$ cat src/rtl/stsp_pkg.sv
// Package for the software timer slot pool: command codes, result limits
// and the slot entry and slot write types. No dependencies.
`timescale 1ns / 1ps
`default_nettype none
package stsp_pkg;

    localparam logic [1:0] CMD_START = 2'd0;
    localparam logic [1:0] CMD_STOP  = 2'd1;
    localparam logic [1:0] CMD_QUERY = 2'd2;
    localparam logic [1:0] CMD_TICK  = 2'd3;

    localparam int ID_W        = 8;
    localparam int TIME_W      = 32;
    localparam int MAX_RESULTS = 8;
    localparam int CNT_W       = $clog2(MAX_RESULTS + 1);

    typedef struct packed {
        logic [ID_W-1:0]   owner;
        logic [TIME_W-1:0] remaining;
        logic              notify;
    } t_slot_entry;

    typedef struct packed {
        logic        wr;
        logic        clr;
        t_slot_entry entry;
    } t_slot_wr;

endpackage
`default_nettype wire

$ cat src/rtl/stsp_if.sv
// Valid/ready channel interfaces for command items and result items.
// Depends on stsp_pkg for field widths.
`timescale 1ns / 1ps
`default_nettype none
interface stsp_in_if;
    import stsp_pkg::*;
    logic              valid;
    logic              ready;
    logic [1:0]        cmd;
    logic [ID_W-1:0]   owner_id;
    logic [TIME_W-1:0] period;
    logic              notify;

    modport source (output valid, output cmd, output owner_id, output period,
                    output notify, input ready);
    modport sink (input valid, input cmd, input owner_id, input period,
                  input notify, output ready);
    modport monitor (input valid, input ready, input cmd, input owner_id,
                     input period, input notify);
endinterface

interface stsp_out_if;
    import stsp_pkg::*;
    logic              valid;
    logic              ready;
    logic              accepted;
    logic              busy_res;
    logic [TIME_W-1:0] remaining;
    logic              expired_valid;
    logic [ID_W-1:0]   expired_id;
    logic              last;

    modport source (output valid, output accepted, output busy_res, output remaining,
                    output expired_valid, output expired_id, output last, input ready);
    modport sink (input valid, input accepted, input busy_res, input remaining,
                  input expired_valid, input expired_id, input last, output ready);
    modport monitor (input valid, input ready, input accepted, input busy_res,
                     input remaining, input expired_valid, input expired_id, input last);
endinterface
`default_nettype wire

$ cat src/rtl/stsp_slot_store.sv
// Slot store: entry memory with registered read and one active flop per slot.
// Depends on stsp_pkg.
`timescale 1ns / 1ps
`default_nettype none
module stsp_slot_store
    import stsp_pkg::*;
#(
    parameter int SLOTS = 8,
    localparam int IW = (SLOTS > 1) ? $clog2(SLOTS) : 1
) (
    input  wire logic             i_clk,
    input  wire logic             i_rst_n,
    input  wire logic [IW-1:0]    i_rd_addr,
    output t_slot_entry           o_rd_entry,
    output logic [SLOTS-1:0]      o_active,
    input  wire logic [IW-1:0]    i_wr_addr,
    input  wire t_slot_wr         i_wr
);

    t_slot_entry      r_mem [SLOTS];
    t_slot_entry      r_rd;
    logic [SLOTS-1:0] r_active;

    always_ff @(posedge i_clk) begin
        if (i_wr.wr) begin
            r_mem[i_wr_addr] <= i_wr.entry;
        end
        r_rd <= r_mem[i_rd_addr];
    end

    always_ff @(posedge i_clk) begin
        if (!i_rst_n) begin
            r_active <= '0;
        end else if (i_wr.wr) begin
            r_active[i_wr_addr] <= 1'b1;
        end else if (i_wr.clr) begin
            r_active[i_wr_addr] <= 1'b0;
        end
    end

    assign o_rd_entry = r_rd;
    assign o_active   = r_active;

endmodule
`default_nettype wire

$ cat src/rtl/software_timer_slot_pool_unit.sv
// Software timer slot pool, top level. Walks the slots one per cycle while no
// tick result waits on the sink. Takes one item at a time: a new item is not taken
// until the walk ends and its final result is registered, set by the single slot walk over
// the slot memory port; a tick with several expiries waits on the sink between results.
// Reset: synchronous active low; all slots inactive, output empty.
// Depends on stsp_pkg, stsp_if and stsp_slot_store.
`timescale 1ns / 1ps
`default_nettype none
module software_timer_slot_pool_unit
    import stsp_pkg::*;
#(
    parameter int SLOTS = 8
) (
    input  wire logic i_clk,
    input  wire logic i_rst_n,
    stsp_in_if.sink   i_in,
    stsp_out_if.source o_res
);

    localparam int IW = (SLOTS > 1) ? $clog2(SLOTS) : 1;

    localparam logic [1:0] ST_IDLE = 2'd0;
    localparam logic [1:0] ST_RUN  = 2'd1;
    localparam logic [1:0] ST_DONE = 2'd2;

    logic [1:0]        r_state, n_state;
    logic [IW-1:0]     r_idx, n_idx;
    logic [1:0]        r_cmd;
    logic [ID_W-1:0]   r_id;
    logic [TIME_W-1:0] r_period;
    logic              r_notify;
    logic              r_acc, n_acc;
    logic              r_busy, n_busy;
    logic [TIME_W-1:0] r_rem, n_rem;
    logic              r_pend_v, n_pend_v;
    logic [ID_W-1:0]   r_pend_id, n_pend_id;
    logic [CNT_W-1:0]  r_cnt, n_cnt;

    logic              r_out_valid, n_out_valid;
    logic              r_out_acc, n_out_acc;
    logic              r_out_busy, n_out_busy;
    logic [TIME_W-1:0] r_out_rem, n_out_rem;
    logic              r_out_ev, n_out_ev;
    logic [ID_W-1:0]   r_out_id, n_out_id;
    logic              r_out_last, n_out_last;

    logic [IW-1:0]     w_rd_addr;
    t_slot_entry       w_ent;
    logic [SLOTS-1:0]  w_active;
    t_slot_wr          w_wr;

    logic              w_act, w_match, w_expire, w_event, w_free, w_stall;
    logic              w_adv, w_last_slot, w_take;
    logic [ID_W-1:0]   w_owner;

    stsp_slot_store #(.SLOTS(SLOTS)) u_store (
        .i_clk      (i_clk),
        .i_rst_n    (i_rst_n),
        .i_rd_addr  (w_rd_addr),
        .o_rd_entry (w_ent),
        .o_active   (w_active),
        .i_wr_addr  (r_idx),
        .i_wr       (w_wr)
    );

    assign w_take      = i_in.valid && (r_state == ST_IDLE);
    assign w_act       = w_active[r_idx];
    assign w_owner     = w_act ? w_ent.owner : '0;
    assign w_match     = (w_owner == r_id);
    assign w_expire    = (w_ent.remaining <= TIME_W'(1));
    assign w_event     = (r_cmd == CMD_TICK) && w_act && w_expire && w_ent.notify
                         && (r_cnt < CNT_W'(MAX_RESULTS));
    assign w_free      = !r_out_valid || o_res.ready;
    assign w_stall     = w_event && r_pend_v && !w_free;
    assign w_adv       = (r_state == ST_RUN) && !w_stall;
    assign w_last_slot = (r_idx == IW'(SLOTS - 1));

    always_comb begin
        if (w_adv) begin
            w_rd_addr = w_last_slot ? '0 : IW'(r_idx + 1'b1);
        end else if (r_state == ST_RUN) begin
            w_rd_addr = r_idx;
        end else begin
            w_rd_addr = '0;
        end
    end

    always_comb begin
        w_wr        = '0;
        n_state     = r_state;
        n_idx       = r_idx;
        n_acc       = r_acc;
        n_busy      = r_busy;
        n_rem       = r_rem;
        n_pend_v    = r_pend_v;
        n_pend_id   = r_pend_id;
        n_cnt       = r_cnt;
        n_out_valid = r_out_valid && !o_res.ready;
        n_out_acc   = r_out_acc;
        n_out_busy  = r_out_busy;
        n_out_rem   = r_out_rem;
        n_out_ev    = r_out_ev;
        n_out_id    = r_out_id;
        n_out_last  = r_out_last;

        case (r_state)
            ST_IDLE: begin
                if (w_take) begin
                    n_state   = ST_RUN;
                    n_idx     = '0;
                    n_acc     = 1'b0;
                    n_busy    = 1'b0;
                    n_rem     = '0;
                    n_pend_v  = 1'b0;
                    n_pend_id = '0;
                    n_cnt     = '0;
                end
            end
            ST_RUN: begin
                if (w_adv) begin
                    case (r_cmd)
                        CMD_START: begin
                            if ((!w_act || w_match) && !r_acc) begin
                                w_wr.wr     = 1'b1;
                                w_wr.entry  = '{owner: r_id, remaining: r_period,
                                                notify: r_notify};
                                n_acc       = 1'b1;
                            end else if (w_act && w_match) begin
                                w_wr.clr = 1'b1;
                            end
                        end
                        CMD_STOP: begin
                            w_wr.clr = w_act && w_match;
                        end
                        CMD_QUERY: begin
                            if (w_match) begin
                                n_rem  = w_act ? w_ent.remaining : '0;
                                n_busy = r_busy || w_act;
                            end
                        end
                        CMD_TICK: begin
                            if (w_act && w_expire) begin
                                w_wr.clr = 1'b1;
                            end else if (w_act) begin
                                w_wr.wr    = 1'b1;
                                w_wr.entry = '{owner: w_ent.owner,
                                               remaining: w_ent.remaining - 1'b1,
                                               notify: w_ent.notify};
                            end
                            if (w_event) begin
                                n_pend_v  = 1'b1;
                                n_pend_id = w_ent.owner;
                                n_cnt     = r_cnt + 1'b1;
                                if (r_pend_v) begin
                                    n_out_valid = 1'b1;
                                    n_out_acc   = 1'b0;
                                    n_out_busy  = 1'b0;
                                    n_out_rem   = '0;
                                    n_out_ev    = 1'b1;
                                    n_out_id    = r_pend_id;
                                    n_out_last  = 1'b0;
                                end
                            end
                        end
                        default: begin
                        end
                    endcase
                    n_idx = w_last_slot ? '0 : IW'(r_idx + 1'b1);
                    if (w_last_slot) begin
                        n_state = ST_DONE;
                    end
                end
            end
            ST_DONE: begin
                if (w_free) begin
                    n_out_valid = 1'b1;
                    n_out_acc   = r_acc;
                    n_out_busy  = r_busy;
                    n_out_rem   = r_rem;
                    n_out_ev    = r_pend_v;
                    n_out_id    = r_pend_id;
                    n_out_last  = 1'b1;
                    n_state     = ST_IDLE;
                end
            end
            default: begin
                n_state = ST_IDLE;
            end
        endcase
    end

    always_ff @(posedge i_clk) begin
        if (!i_rst_n) begin
            r_state     <= ST_IDLE;
            r_out_valid <= 1'b0;
        end else begin
            r_state     <= n_state;
            r_out_valid <= n_out_valid;
        end
    end

    always_ff @(posedge i_clk) begin
        if (w_take) begin
            r_cmd    <= i_in.cmd;
            r_id     <= i_in.owner_id;
            r_period <= i_in.period;
            r_notify <= i_in.notify;
        end
        r_idx      <= n_idx;
        r_acc      <= n_acc;
        r_busy     <= n_busy;
        r_rem      <= n_rem;
        r_pend_v   <= n_pend_v;
        r_pend_id  <= n_pend_id;
        r_cnt      <= n_cnt;
        r_out_acc  <= n_out_acc;
        r_out_busy <= n_out_busy;
        r_out_rem  <= n_out_rem;
        r_out_ev   <= n_out_ev;
        r_out_id   <= n_out_id;
        r_out_last <= n_out_last;
    end

    assign i_in.ready          = (r_state == ST_IDLE);
    assign o_res.valid         = r_out_valid;
    assign o_res.accepted      = r_out_acc;
    assign o_res.busy_res      = r_out_busy;
    assign o_res.remaining     = r_out_rem;
    assign o_res.expired_valid = r_out_ev;
    assign o_res.expired_id    = r_out_id;
    assign o_res.last          = r_out_last;

endmodule
`default_nettype wire

$ cat src/flat_wrapper.sv
// flat-port wrapper written by rule: the top's interface ports become plain ports
module software_timer_slot_pool_unit_flat import stsp_pkg::*;
#(
    parameter int SLOTS = 8
)
  (i_clk, i_rst_n, i_in_valid, i_in_cmd, i_in_owner_id, i_in_period, i_in_notify, i_in_ready, o_res_valid, o_res_accepted, o_res_busy_res, o_res_remaining, o_res_expired_valid, o_res_expired_id, o_res_last, o_res_ready);
  stsp_in_if i_in_i ();
  stsp_out_if o_res_i ();
  input  wire logic i_clk;
  input  wire logic i_rst_n;
  input wire logic [$bits(i_in_i.valid)-1:0] i_in_valid;
  input wire logic [$bits(i_in_i.cmd)-1:0] i_in_cmd;
  input wire logic [$bits(i_in_i.owner_id)-1:0] i_in_owner_id;
  input wire logic [$bits(i_in_i.period)-1:0] i_in_period;
  input wire logic [$bits(i_in_i.notify)-1:0] i_in_notify;
  output wire logic [$bits(i_in_i.ready)-1:0] i_in_ready;
  output wire logic [$bits(o_res_i.valid)-1:0] o_res_valid;
  output wire logic [$bits(o_res_i.accepted)-1:0] o_res_accepted;
  output wire logic [$bits(o_res_i.busy_res)-1:0] o_res_busy_res;
  output wire logic [$bits(o_res_i.remaining)-1:0] o_res_remaining;
  output wire logic [$bits(o_res_i.expired_valid)-1:0] o_res_expired_valid;
  output wire logic [$bits(o_res_i.expired_id)-1:0] o_res_expired_id;
  output wire logic [$bits(o_res_i.last)-1:0] o_res_last;
  input wire logic [$bits(o_res_i.ready)-1:0] o_res_ready;
  assign i_in_i.valid = i_in_valid;
  assign i_in_i.cmd = i_in_cmd;
  assign i_in_i.owner_id = i_in_owner_id;
  assign i_in_i.period = i_in_period;
  assign i_in_i.notify = i_in_notify;
  assign i_in_ready = i_in_i.ready;
  assign o_res_valid = o_res_i.valid;
  assign o_res_accepted = o_res_i.accepted;
  assign o_res_busy_res = o_res_i.busy_res;
  assign o_res_remaining = o_res_i.remaining;
  assign o_res_expired_valid = o_res_i.expired_valid;
  assign o_res_expired_id = o_res_i.expired_id;
  assign o_res_last = o_res_i.last;
  assign o_res_i.ready = o_res_ready;
  software_timer_slot_pool_unit #(.SLOTS(SLOTS)) u_core (.i_clk(i_clk), .i_rst_n(i_rst_n), .i_in(i_in_i), .o_res(o_res_i));
endmodule
$ cat config.mk
export PLATFORM = sky130hd
export DESIGN_NAME = software_timer_slot_pool_unit_flat
export DESIGN_NICKNAME = d
export VERILOG_FILES = /design/src/rtl/stsp_pkg.sv /design/src/rtl/stsp_if.sv /design/src/rtl/stsp_slot_store.sv /design/src/rtl/software_timer_slot_pool_unit.sv /design/src/flat_wrapper.sv
export SDC_FILE = /design/constraint.sdc
export NUM_CORES = 1
export LEC_CHECK = 0
export BUFFER_PORTS_ARGS = -buffer_cell sky130_fd_sc_hd__buf_4
export CAP_MARGIN = 20
export CORE_UTILIZATION = 55
export CTS_CLUSTER_DIAMETER = 50
export DETAILED_ROUTE_END_ITERATION = 7
export GPL_TIMING_DRIVEN = 0
export PLACE_DENSITY = 0.82
export SYNTH_ARGS = -nofsm -noshare
export SYNTH_HDL_FRONTEND = slang
export SYNTH_SLANG_ARGS = --single-unit
$ cat constraint.sdc
create_clock -name i_clk -period 7.27 [get_ports i_clk]
set_clock_uncertainty 0.2 [all_clocks]
set_input_delay 0 -clock i_clk [delete_from_list [all_inputs] [get_ports i_clk]]
set_output_delay 0 -clock i_clk [all_outputs]
set_load 0.1 [all_outputs]
==> results.toml <==
[floorplanning]
dieHeight_um = 195.2
die_area_um2 = 38090
initial_core_util_pct = 55.93
die_w_um = 195.2
core-area_um2 = 36700
row_count = 70
io_pins = 93

[timing]
slew_headroom_pct = 28.82
tightest_slew_ns = 1.057
whs_ns = 0.2085
period_minus_slack_ns = 5.239
finalCritPeriodShare_pct = 72.06
setup_viol = 0
rsz0062_at_grt = "no"
max_clock_freq_mhz = 190.9
setup_slack_ns = 2.031
hold_viol_final = 0
drv_slew = 0

[clock_network]
htree_num_levels = 2
cts_hold_buf = 90
clk-insertion-delay-late_ns = 0.61
ctsRootBufferMaster = "clkbuf_16"
cts_setup_buffers = 0
clk_pin_slew_ns = 0.06
clkSinkCount = 517
ctsLongestPathBuffers = 3
cts_made_buffers = 52
cts_resized = 0
cts_tree = "yes"

[placement]
pre_cts_ws_ns = 2.150
dp_hpwl_mm = 33.28
place.gp.congestion = 0.9088
placed_cells = 1954
port_buffers = 92

[route]
drt-initial-drc-count = 1553
route.detailed.drc = 0
viasPerCell = 6.455
drt.antenna.violating_nets = 0
wl_per_cell_um = 24.84
first_pass_iters = 6
vias = 13830
totalWireLength_mm = 53.24

[finish]
drive_above_1_share_pct = 14.63
fin_nets = 1690
fin_cells = 2143
seq_area_um2 = 15000
syn_to_final_growth_pct = 20.61
final_common_cell = "edfxtp_1"
nFillCells = 2367
layout_common_cells = "edfxtp_1, and3_1, a211oi_1"
postLayoutCoreUtil_pct = 67.45
antenna_cells = 0
multi_input_area_um2 = 5107

[worst_setup_path]
worst_setup_path_start_kind = "register"
r2r-start = "u_core.r_idx[0]"
crit_path_end_kind = "register"
worst-endpoint-required_ns = 7.36
cp_max_fo = 23
r2r.worst_path.cells = 12
crit_type = "register to register"
r2r_slack_ns = 2.03
cp_data_arrival_time_ns = 5.33
rr_endpoint = "u_core.u_store.r_mem[4][3]"

[logic_synthesis]
synth_edf_count = 465
ys.flop_type = "edfxtp_1"
synth_area_per_cell_um2 = 14.86
syn_area_um2 = 20520
ys_seq_elements = 517
synthCells = 1381
seq_area_frac_synth_pct = 73.11
synth_cell_type_count = 52
syn-num-nets = 1440
synthArstFlopShare_pct = 0
yosys_warnings = 0

[grt]
grt_usage_pct = 27.95
grt_max_degree = 35
grt_pass1_wl_mm = 79.41
overflow = 0
antenna_found_initial = 1
grt_pass1_vias = 13750

[run_status]
outcome = "complete, no violations"

[hold_path]
hold_path_class = "input pin to register"
hp-start = "i_rst_n"
min_delay_path_depth = 4

[power_and_ir_drop]
p_leak_nw = 8.131
power.density_nw_per_um2 = 410.4
ir_drop_v = 0.0001965

[flow_run]
drv_cap = 0
==> synth_stat cells, drive strengths merged, types with 7 or more instances <==
library cell	number	area share, %
a211oi	125	4.6
buf	35	0.97
ha	12	0.73
nor2	33	0.62
nand3	8	0.20
nor2b	7	0.21
nand2	54	1.0
xor2	18	0.77
a2111oi	41	1.7
and2	47	1.4
inv	12	0.22
edfxtp	465	68
xnor2	20	0.85
o21ai	45	1.1
o211ai	11	0.40
nor4	54	1.7
a21oi	11	0.27
a22o	9	0.38
dfxtp	52	5.1
clkbuf	66	1.2
nor3	12	0.29
a21boi	41	1.5
and3	156	4.8
==> through the flow <==
stage / total power [mW] / setup TNS [ns] / instance area, um2
4_1_cts: 10.08 / 0 / 24750
3_3_place_gp: 7.246 / -20.33 / 21800
6_report: 10.16 / 0 / 24750
5_1_grt: 10.45 / 0 / 24750
2_1_floorplan: 6.366 / 0 / 20520
3_5_place_dp: 7.376 / 0 / 22110
==> sequential cells by signal, summed over array words and instances (netlist names), 2 cells and up, named ones only <==
signal                     count
u_core.r_state                 2
u_core.u_store.o_rd_entry     41
u_core.r_pend_id               8
u_core.r_idx                   3
u_core.r_cnt                   4
u_core.r_id                    8
u_core.r_cmd                   2
u_core.o_res.expired_id        8
u_core.o_res.remaining        32
u_core.u_store.r_mem         328
u_core.r_rem                  32
u_core.r_period               32
==> routing by layer <==
| layer | vias up | part of all wire [%] | GRT usage (%) |
|---|---|---|---|
| li1 | 5973 | - | - |
| met1 | 6672 | 36 | 35.61 |
| met4 | 0 | 4.1 | 13.76 |
| met2 | 1011 | 48 | 45.05 |
| met3 | 176 | 12 | 6.805 |
| met5 | - | 0 | 0 |
==> report_power, final <==
| group | switching (mW) | internal (mW) | total, mW |
|---|---|---|---|
| Combinational | 2.43 | 0.846 | 3.27 |
| Sequential | 0.333 | 3.86 | 4.19 |
| Clock | 1.12 | 1.58 | 2.70 |
| Total | 3.88 | 6.28 | 10.2 |
==> worst max-delay path: stages (launching register included) <==
cell,delay [ns]
edfxtp_1,0.35
clkbuf_1,0.36
mux4_2,0.56
mux2_2,0.35
clkbuf_1,0.27
o32ai_1,0.30
and4_1,0.33
o211a_1,0.16
clkbuf_1,0.52
o21ai_0,0.33
buf_4,0.25
nor2_4,0.67
buf_16,0.26
==> layout make-up <==
cell class	instances	share of cell area (%)
multi-input combinational	751	20.63
buffer	101	1.804
clock buffer	66	5.803
timing repair buffer	196	7.380
tap	468	2.366
clock inverter	32	1.218
sequential	517	60.61
inverter	12	0.1820
==> how the worst max path moves through the flow <==
stage / slack [ns] / endpoint / cells past startpoint / start
final: 2.03 / u_core.u_store.r_mem[4][3] / 12 / u_core.r_idx[0]
after global routing: 1.89 / u_core.u_store.r_mem[4][14] / 12 / u_core.r_idx[0]
after CTS: 2.14 / u_core.u_store.r_mem[4][4] / 12 / u_core.r_idx[0]
after detailed placement: 2.15 / u_core.u_store.r_mem[4][16] / 12 / u_core.r_idx[0]
after global placement: -0.23 / u_core.u_store.r_mem[0][15] / 10 / u_core.r_idx[0]
after floorplan: 2.23 / u_core.u_store.r_mem[1][0] / 10 / u_core.r_idx[0]
==> kinds of logic (layout without fill, tap and decap cells) <==
family                     count (synthesis)  in the layout  share of synthesized area [%]
buffers and inverters                    113            407                          2.396
and+or+nand+nor                          397            397                          11.09
DFF                                      517            517                          73.11
AOI/OAI and AO/OA                        299            299                          10.67
adders and majority gates                 12             12                         0.7316
xor gates and xnor gates                  38             38                          1.622
muxes                                      5              5                         0.3780
No activity file was read; power rests on OpenSTA's default activity.
